`config.mk`:
```
export PLATFORM = sky130hd
export DESIGN_NAME = vu_meter_bar_peak_scanner_top
export DESIGN_NICKNAME = d
export VERILOG_FILES = /design/src/hw/rtl/vubar_pkg.sv /design/src/hw/rtl/vubar_meter.sv /design/src/hw/rtl/vubar_scan.sv /design/src/hw/rtl/vu_meter_bar_peak_scanner_top.sv
export SDC_FILE = /design/constraint.sdc
export NUM_CORES = 1
export LEC_CHECK = 0
export BUFFER_PORTS_ARGS = -buffer_cell sky130_fd_sc_hd__buf_2
export CORE_MARGIN = 1.5
export CORE_UTILIZATION = 57
export CTS_CLUSTER_SIZE = 25
export DETAILED_ROUTE_END_ITERATION = 8
export PLACE_DENSITY_LB_ADDON = 0.2
export SKIP_CTS_REPAIR_TIMING = 1
export SYNTH_ARGS = -nofsm -noshare
export SYNTH_HDL_FRONTEND = slang
export SYNTH_HIERARCHICAL = 1
export SYNTH_SLANG_ARGS = --single-unit
```
`constraint.sdc`:
```
create_clock -name clock -period 8.6 [get_ports clock]
set_input_delay 0.43 -clock clock [delete_from_list [all_inputs] [get_ports clock]]
set_output_delay 0.43 -clock clock [all_outputs]
set_load 0.1 [all_outputs]
```
`src/hw/rtl/vubar_pkg.sv`:
```
// ----------------------------------------------------------------------------
// vubar_pkg: shared types and constants for the VU meter bar scanner
// Holds the threshold tables, the operation codes, the register indexes and
// the helper functions for the filter output and the bar level search.
// ----------------------------------------------------------------------------
package vubar_pkg;

   localparam int TAB_LEN    = 24;
   localparam int GROUP_LEDS = 6;
   localparam int GROUPS     = 4;
   localparam int SUM_W      = 15;
   localparam int LEVEL_W    = 5;
   localparam int GROUP_W    = 2;

   // Operation codes of one request beat.
   localparam logic OP_SAMPLE = 1'b0;
   localparam logic OP_SCAN   = 1'b1;

   // Configuration register indexes.
   localparam logic [1:0] CSR_TABLE_SELECT = 2'd0;
   localparam logic [1:0] CSR_FILTER_SHIFT = 2'd1;
   localparam logic [1:0] CSR_DECAY_STEP   = 2'd2;

   localparam logic [4:0] DECAY_RESET = 5'd1;

   localparam logic [7:0] LIN_TABLE [TAB_LEN] = '{
        8'd5,   8'd16,  8'd26,  8'd37,  8'd48,  8'd58,  8'd69,  8'd80,
        8'd90,  8'd101, 8'd112, 8'd122, 8'd133, 8'd144, 8'd154, 8'd165,
        8'd176, 8'd186, 8'd197, 8'd208, 8'd218, 8'd229, 8'd240, 8'd250
   };

   localparam logic [7:0] LOG_TABLE [TAB_LEN] = '{
        8'd2,   8'd3,   8'd4,   8'd5,   8'd6,   8'd7,   8'd8,   8'd9,
        8'd10,  8'd11,  8'd12,  8'd15,  8'd19,  8'd25,  8'd31,  8'd39,
        8'd49,  8'd62,  8'd79,  8'd99,  8'd125, 8'd157, 8'd198, 8'd250
   };

   typedef struct packed {
      logic       table_select;
      logic [2:0] filter_shift;
      logic [4:0] decay_step;
   } cfg_type;

   typedef struct packed {
      logic [SUM_W-1:0]   filter_sum;
      logic [LEVEL_W-1:0] level;
      logic [LEVEL_W-1:0] peak;
   } meter_state_type;

   // Filter output: the sum shifted down, saturated to eight bits.
   function automatic logic [7:0] filter_out(logic [SUM_W-1:0] sum, logic [2:0] shift);
      logic [SUM_W-1:0] v;
      v = sum >> shift;
      if (v > SUM_W'(255)) begin
         filter_out = 8'hFF;
      end else begin
         filter_out = v[7:0];
      end
   endfunction

   // Bar level: index of the first threshold above the value, else the top.
   function automatic logic [LEVEL_W-1:0] find_level(logic [7:0] v, logic sel);
      logic [TAB_LEN-1:0] below;
      logic [LEVEL_W-1:0] lvl;
      for (int i = 0; i < TAB_LEN; i++) begin
         below[i] = sel ? (v < LOG_TABLE[i]) : (v < LIN_TABLE[i]);
      end
      lvl = LEVEL_W'(TAB_LEN - 1);
      for (int i = TAB_LEN - 1; i >= 0; i--) begin
         if (below[i]) begin
            lvl = LEVEL_W'(i);
         end
      end
      find_level = lvl;
   endfunction

endpackage

```
`src/hw/rtl/vubar_meter.sv`:
```
// ----------------------------------------------------------------------------
// vubar_meter: filter, bar level and peak-hold update for one sample
// Computes the next meter state from the current one and a new sample, and
// the filter output both before and after the update.
// ----------------------------------------------------------------------------
module vubar_meter
   import vubar_pkg::*;
(
   input  cfg_type         cfg,
   input  meter_state_type state_cur,
   input  logic [7:0]      sample,
   output meter_state_type state_next,
   output logic [7:0]      filtered_cur,
   output logic [7:0]      filtered_next
);

   logic [SUM_W:0]       sum_wide;
   logic [SUM_W-1:0]     sum_next;
   logic [LEVEL_W-1:0]   level_next;
   logic [LEVEL_W-1:0]   peak_next;

   // First-order low-pass: sum += x - (sum >> shift), kept to the sum width.
   always_comb begin
      sum_wide = {1'b0, state_cur.filter_sum}
               - ({1'b0, state_cur.filter_sum} >> cfg.filter_shift)
               + (SUM_W+1)'(sample);
      sum_next = sum_wide[SUM_W-1:0];
   end

   assign filtered_cur  = filter_out(state_cur.filter_sum, cfg.filter_shift);
   assign filtered_next = filter_out(sum_next, cfg.filter_shift);
   assign level_next    = find_level(filtered_next, cfg.table_select);

   // The peak jumps up to the level, otherwise decays and stops at zero.
   always_comb begin
      if (level_next >= state_cur.peak) begin
         peak_next = level_next;
      end else if (state_cur.peak >= cfg.decay_step) begin
         peak_next = state_cur.peak - cfg.decay_step;
      end else begin
         peak_next = '0;
      end
   end

   assign state_next.filter_sum = sum_next;
   assign state_next.level      = level_next;
   assign state_next.peak       = peak_next;

endmodule

```
`src/hw/rtl/vubar_scan.sv`:
```
// ----------------------------------------------------------------------------
// vubar_scan: LED pattern for one multiplexed display group
// Lights each of the group's LEDs at or below the bar level, and the one
// that sits on the peak-hold position.
// ----------------------------------------------------------------------------
module vubar_scan
   import vubar_pkg::*;
(
   input  logic [GROUP_W-1:0]    group,
   input  logic [LEVEL_W-1:0]    level,
   input  logic [LEVEL_W-1:0]    peak,
   output logic [GROUP_LEDS-1:0] pattern
);

   // Each LED position is compared on its own.
   always_comb begin
      logic [LEVEL_W-1:0] pos;
      for (int k = 0; k < GROUP_LEDS; k++) begin
         pos = LEVEL_W'(group) * LEVEL_W'(GROUP_LEDS) + LEVEL_W'(k) + LEVEL_W'(1);
         pattern[k] = (level >= pos) || (peak == pos);
      end
   end

endmodule

```
`src/hw/rtl/vu_meter_bar_peak_scanner_top.sv`:
```
// ----------------------------------------------------------------------------
// vu_meter_bar_peak_scanner_top: LED bar VU meter with peak hold and scan
// Two register stages: a request register and a result register.
// ----------------------------------------------------------------------------
// The block takes one request beat per clock cycle while req_stall is low,
// and returns one response beat for each through the request register and
// then the result register. A sample beat updates the low-pass filter, the
// bar level and the peak hold; a scan beat returns the LED pattern of the
// current display group and moves to the next group. The rate of one beat
// per cycle is set by the filter and peak state loop, closed combinationally
// between the request register and the result register. A stalled response
// holds the result register, and the request register still takes one more
// beat before the request side is stalled. The user must write configuration
// via the csr_ port while no beat is in flight; the block does not enforce it.
module vu_meter_bar_peak_scanner_top
   import vubar_pkg::*;
(
   input  logic                  clock,
   input  logic                  reset,
   input  logic                  csr_write_en,
   input  logic [1:0]            csr_index,
   input  logic [4:0]            csr_wdata,
   input  logic                  req_valid,
   output logic                  req_stall,
   input  logic                  req_operation,
   input  logic [7:0]            req_sample,
   output logic                  rsp_valid,
   input  logic                  rsp_stall,
   output logic [7:0]            rsp_filtered,
   output logic [LEVEL_W-1:0]    rsp_bar_level,
   output logic [LEVEL_W-1:0]    rsp_peak_level,
   output logic [GROUP_W-1:0]    rsp_group_enable,
   output logic [GROUP_LEDS-1:0] rsp_led_pattern
);

   cfg_type               cfg_ff;
   meter_state_type       meter_ff;
   meter_state_type       meter_in;
   meter_state_type       meter_next;
   logic [GROUP_W-1:0]    group_ff;
   logic [GROUP_W-1:0]    group_in;

   logic                  in_valid_ff;
   logic                  in_op_ff;
   logic [7:0]            in_sample_ff;

   logic                  out_valid_ff;
   logic [7:0]            out_filtered_ff;
   logic [7:0]            out_filtered_in;
   logic [LEVEL_W-1:0]    out_level_ff;
   logic [LEVEL_W-1:0]    out_peak_ff;
   logic [GROUP_W-1:0]    out_group_ff;
   logic [GROUP_W-1:0]    out_group_in;
   logic [GROUP_LEDS-1:0] out_pattern_ff;
   logic [GROUP_LEDS-1:0] out_pattern_in;

   logic [7:0]            filtered_cur;
   logic [7:0]            filtered_next;
   logic [GROUP_LEDS-1:0] scan_pattern;
   logic                  out_load;
   logic                  in_load;

   // Pipeline handshake between the two register stages.
   assign out_load  = in_valid_ff && (!out_valid_ff || !rsp_stall);
   assign in_load   = !in_valid_ff || out_load;
   assign req_stall = !in_load;

   // Configuration registers.
   always_ff @(posedge clock) begin
      if (reset) begin
         cfg_ff.table_select <= 1'b0;
         cfg_ff.filter_shift <= 3'd0;
         cfg_ff.decay_step   <= DECAY_RESET;
      end else if (csr_write_en) begin
         unique case (csr_index)
            CSR_TABLE_SELECT: cfg_ff.table_select <= csr_wdata[0];
            CSR_FILTER_SHIFT: cfg_ff.filter_shift <= csr_wdata[2:0];
            CSR_DECAY_STEP:   cfg_ff.decay_step   <= csr_wdata;
            default: ;
         endcase
      end
   end

   // Request register.
   always_ff @(posedge clock) begin
      if (reset) begin
         in_valid_ff <= 1'b0;
      end else if (in_load) begin
         in_valid_ff <= req_valid;
      end
   end

   always_ff @(posedge clock) begin
      if (in_load && req_valid) begin
         in_op_ff     <= req_operation;
         in_sample_ff <= req_sample;
      end
   end

   vubar_meter u_meter (
      .cfg           (cfg_ff),
      .state_cur     (meter_ff),
      .sample        (in_sample_ff),
      .state_next    (meter_next),
      .filtered_cur  (filtered_cur),
      .filtered_next (filtered_next)
   );

   vubar_scan u_scan (
      .group   (group_ff),
      .level   (meter_ff.level),
      .peak    (meter_ff.peak),
      .pattern (scan_pattern)
   );

   // Select the next state and the result of the beat in the request register.
   always_comb begin
      if (in_op_ff == OP_SAMPLE) begin
         meter_in        = meter_next;
         group_in        = group_ff;
         out_filtered_in = filtered_next;
         out_group_in    = '0;
         out_pattern_in  = '0;
      end else begin
         meter_in        = meter_ff;
         group_in        = group_ff + GROUP_W'(1);
         out_filtered_in = filtered_cur;
         out_group_in    = group_ff;
         out_pattern_in  = scan_pattern;
      end
   end

   // Meter state and scan group, updated as each beat completes.
   always_ff @(posedge clock) begin
      if (reset) begin
         meter_ff <= '0;
         group_ff <= '0;
      end else if (out_load) begin
         meter_ff <= meter_in;
         group_ff <= group_in;
      end
   end

   // Result register.
   always_ff @(posedge clock) begin
      if (reset) begin
         out_valid_ff <= 1'b0;
      end else if (out_load) begin
         out_valid_ff <= 1'b1;
      end else if (!rsp_stall) begin
         out_valid_ff <= 1'b0;
      end
   end

   always_ff @(posedge clock) begin
      if (out_load) begin
         out_filtered_ff <= out_filtered_in;
         out_level_ff    <= meter_in.level;
         out_peak_ff     <= meter_in.peak;
         out_group_ff    <= out_group_in;
         out_pattern_ff  <= out_pattern_in;
      end
   end

   assign rsp_valid        = out_valid_ff;
   assign rsp_filtered     = out_filtered_ff;
   assign rsp_bar_level    = out_level_ff;
   assign rsp_peak_level   = out_peak_ff;
   assign rsp_group_enable = out_group_ff;
   assign rsp_led_pattern  = out_pattern_ff;

endmodule

```
* After elaboration in Yosys (flattened, before gate mapping)
Cells that the tools add are included.
** Word-level totals
- Logic and storage cells :: 173
- Bits of input ports :: 21
- Output and inout port bits :: 28
- Register bits :: 73
** Operators by class
- Order comparisons :: 55
- $mul :: 1
- Eq/ne operators :: 9
- Bitwise logic cells :: 1
- Add/sub/neg operators :: 14
- Muxes and demuxes :: 54
- Shift operators :: 3
- Reduce and logical (&&, ||, !) cells :: 20
** Operators by type and width (number)
- $lt A8 B8 Y1 const B :: 13
- $mux W5 :: 18
- $lt A8 B7 Y1 const B :: 9
- $lt A8 B4 Y1 const B :: 6
- $lt A8 B6 Y1 const B :: 6
- $shr A15 B3 Y15 :: 3
- $ge A5 B5 Y1 :: 8
- $lt A8 B5 Y1 const B :: 5
- $lt A8 B3 Y1 const B :: 4
- $add A5 B1 Y5 const B :: 6
- $eq A5 B5 Y1 :: 6
- $gt A15 B8 Y1 const B :: 2
- $mux W1 :: 26
- $mux W8 :: 3
- $lt A8 B2 Y1 const B :: 2
- $add A15 B8 Y15 :: 1
- $sub A15 B15 Y15 :: 1
- $mux W3 :: 4
- $add A5 B2 Y5 const B :: 2
- $add A5 B3 Y5 const B :: 2
- $mux W10 :: 1
- $reduce_and A2 Y1 :: 5
- $logic_or A1 B1 Y1 :: 8
- $sub A5 B5 Y5 :: 1
- other kinds (10) :: 15

* Longest topological paths before layout
- Depth in word-level cells :: 34
- Depth in mapped cells :: 41
- Gate-level depth less buffers :: 36

* By module
The synthesis kept the hierarchy.
** Modules (own cells, without submodules)
- vubar_meter :: times used 1, area each 3955.0 um2, seq. area each 0.0 um2, cells an instance 566
- vu_meter_bar_peak_scanner_top :: times used 1, area each 2867.8 um2, seq. area each 1811.7 um2, cells an instance 214
- vubar_scan :: times used 1, area each 581.8 um2, seq. area each 0.0 um2, cells an instance 77

* Worst setup path after synthesis
OpenSTA, ideal clock, no wires.
- Path kind :: flip-flop to flip-flop
- Start :: register cfg_ff[6] (netlist name)
- End :: register meter_ff[1] (netlist name)
- Setup time :: 128 ps
- Arrival :: 8147 ps
- Period minus slack after synthesis :: 8274 ps
- Slack :: 326 ps
- Required time :: 8472 ps
- Path buffers :: 5
- Cell stages (with the launch flop) :: 37
- Path through :: dfxtp_1 -> clkbuf_1 -> buf_1 -> buf_1 -> clkbuf_1 -> mux4_2 -> and2_1 -> a31oi_1 -> fa_1 -> ha_1 -> buf_6 -> a21oi_1 -> a211oi_2 -> or4b_1 -> nand3_2 -> inv_2 -> a2111oi_4 -> a31oi_1 -> a221o_1 -> or4_1 -> a2bb2oi_1 -> nor2_1 -> o22a_2 -> a31oi_4 -> or2_1 -> ha_1 -> nand2b_1 -> a21oi_1 -> nor2b_1 -> o21ai_0 -> nand2b_1 -> a21oi_1 -> or3_1 -> o311ai_1 -> mux2_2 -> mux2i_1 -> nor2_1
** RTL lines
- start, declared :: line vu_meter_bar_peak_scanner_top.sv:36 : cfg_type cfg_ff;
- end signal, assigned :: line vu_meter_bar_peak_scanner_top.sv:139 : meter_ff <= meter_in;
- end, declared :: line vu_meter_bar_peak_scanner_top.sv:37 : meter_state_type meter_ff;

==> summary.md <==
| Metric | Value |
|---|---|
| Outcome | finished, final reports clean |
| Crit Path Category | reg -> reg |
| Clock transition at the registers of the reported paths | around 0.06 ns |
| Switching pwr | ~1.2 mW |
| Clk pwr share | 17.9% |
| Most frequent cells after synthesis | 77 x nor2_1, 64 x nand2_1, 55 x a21oi_1, 52 x mux2i_1, 49 x ha_1 |
| Seq/Total Area, Yosys | 24.5% |
| Post-synth ARST share | 0% |
| Flop2flop setup slack | 0.45 ns |
| Max clock buf depth | 2 |
| Top cells by area, synth | edfxtp_1 14%, dfxtp_1 10%, ha_1 8.3%, mux2i_1 7.0%, nor2_1 3.9% |
| Tcrit/Tclk final | between 90 and 100% |
| #FFs+latches synth | between 70 and 80 |
| Critical Path Max Stage Delay | 0.53 ns |
| Via Count | about 7k |
| Final Skew | ~0.0080 ns |
| Core ar. | 12700 µm² |
| Global Route Usage Sum | between 30 and 40% |
| Final ANT Viol Nets | 0 |
| Critical path buffers and inverters | 2 |
| Area grow syn2layout | 11.5% |
| Hpwl dp | roughly 17 mm |
| Layout cells sized above 1 | 19.1% |
| Post-Syn Area | between 7000 and 8000 µm² |
| Crit-path leading delay family | compound AO/OA/AOI/OAI gates |
| Sequential share of power | a little under a fifth |
| YS warnings | 6 |
| Maximum VDD drop | 0.149 mV |
| Cell Pwr Density | approximately 290 nW/µm² |
| CP Max Fanout | 9 |
| Vias in the first global route | approximately 6.6k |
| Yosys top cell area share | between 10% and 20% |
| Fin crit period | between 8 and 9 ns |
| Pin count of the biggest net entering global routing | 55 |
| Max-slew headroom | 26.0% |
| Yosys top cell by area | edfxtp_1 |
| Row count | 41 |
| Die outline area | 13700 µm² |
| Syn Area/Cell | between 8 and 9 µm² |
| Syn Nets | between 900 and 1k |
| Worst-skew pair later-pin latency | ~0.34 ns |
| WL/cell | roughly 21 µm |
| GRT overflow | 0 |
| Filler Cell Count | approximately 1.0k |
| Most common cell on crit path | nor2_1 |
| Sw Ratio | between 40 and 50% |
| Fmax | 0.123 GHz |
| Min Hold Slack | between 0.2 and 0.3 ns |
| Combinational share of power | 63.8% |
| Max-slew violation count | 0 |
| Wirelength, routed | about 23 mm |
| Most frequent cell after synthesis | nor2_1 |
| CTS tree | done |
| CP Launch Type | flop |
| H-tree depth | 3 |
| Unique masters post-synth | between 90 and 100 |
| Top_reg_cell synth | dfxtp_1 |
| Worst Path Arrival | between 8 and 9 ns |
| Area occupied by multi-input gates | 5290 µm² |
| Die width | approximately 120 µm |
| First-pass GRT wire length | 35.2 mm |
| Post-synth EDFFs | 35 |
| CP Capture Type | flop |
| Worst Hold Class | in -> reg |
| Gate count after technology mapping | between 800 and 900 |
| GP Congestion | roughly 0.99 |
| Nets@finish | around 970 |
| Final setup fails | 0 |
| Max-Cap Viols | 0 |
| Initial core utilization | between 50 and 60% |
| Clock Tree Root | clkbuf_16 |
| Total Neg Setup Slack | 0 ns |
| Die Y | about 120 µm |
| Ports | between 40 and 50 |
| Register Area | 1820 µm² |
| Placed cells | about 1.0k |
| Number of port buffers | 48 |
| Initial antenna violation count | 0 |
| Vias per inst | 6.74 |
| DRC viols | 0 |
| 1st-iter DRT viols | roughly 830 |
| Leakage Power | around 3.2 nW |
| Num CTS Buffers | 9 |
| Final Util | between 60% and 70% |
| Pint | around 1.2 mW |
| Final hold violation count | 0 |
| Critical Path RT | 8.87 ns |
| Sink Count | 73 |
| Slowest stage cell, crit path | or4b_1 |
| Pwr Total | approximately 2.4 mW |
| 1st-pass router iterations | 6 |
| Antenna diodes | 0 |
| Post-Layout Cell Count | around 1.1k |
| Worst-Margin Slew | approximately 1.1 ns |
[worst paths after layout]
path,start,to,cells after the start
worst max-delay path,cfg_ff[5],meter_ff[1],32
worst min-delay path,req_sample[3],in_sample_ff[3],1
worst max register to register,cfg_ff[5],meter_ff[1],32
worst min register to register,cfg_ff[0],cfg_ff[0],1
[stage by stage]
stage | cell area (µm²) | setup WS [ns]
after floorplan | 7400 | 0.326
after global placement | 7760 | 0.0295
after detailed placement | 7760 | -0.208
after CTS | 8090 | -0.224
after global routing | 8250 | -0.00673
final | 8250 | 0.453
[routing by layer]
metal,global-route usage (%),part of all wire [%]
met1,47.7,43
met2,51.9,45
met3,5.30,8.3
met4,13.0,3.4
met5,0,0
[power groups by stage]
stage	clock (mW)	sequential (mW)	combinational, mW
6_report	0.423	0.434	1.51
5_1_grt	0.441	0.437	1.62
4_1_cts	0.427	0.433	1.39
3_5_place_dp	0	0.440	1.38
3_3_place_gp	0	0.439	1.38
2_1_floorplan	0	0.493	0.969
[area by class of cell]
class / instances / area share, %
inverters: 42 / 1.96
clock inverters: 6 / 1.15
flip-flops and latches: 73 / 22.0
clock buffers: 10 / 2.90
well taps: 172 / 2.61
repair buffers: 72 / 5.25
multi-input cells: 691 / 64.1
[cell usage in the layout (no fill, tap or decap), types with 23 or more instances in the layout]
cell,synthesis,final
ha_1,49,47
a21oi_1,55,51
inv_1,40,39
buf_4,5,23
nor2_1,77,74
buf_2,11,48
dfxtp_1,38,36
mux2i_1,52,52
nand2_1,64,64
nand2b_1,43,42
edfxtp_1,35,35
o21ai_0,29,28
[cells by family (layout without fill, tap and decap cells)]
kind of cell    count (synthesis)  after routing  share of synthesized area, %
compound gates                255            255                          25.8
xor+xnor                       17             17                          2.11
fa+ha+maj                      58             58                          10.7
buf+inv                        94            130                          5.66
flops                          73             73                          24.5
mux                            80             80                          12.4
simple gates                  280            281                          18.9
[registers in the layout, indices dropped and copies added (netlist names)]
signal and flops:
cfg_ff 9, group_ff 2, in_op_ff 1, in_sample_ff 8, in_valid_ff 1, meter_ff 25
rsp_bar_level 5, rsp_filtered 8, rsp_group_enable 2, rsp_led_pattern 6, rsp_peak_level 5, rsp_valid 1
[worst register-to-register path, delay by kind of cell (launching register included)]
family	cells	cell delay [ns]
compound gates	12	2.69
simple gates	10	1.85
mux	5	1.65
fa+ha+maj	3	1.16
flops	1	0.44
buf+inv	2	0.29
(Power assumes the default switching activity.)
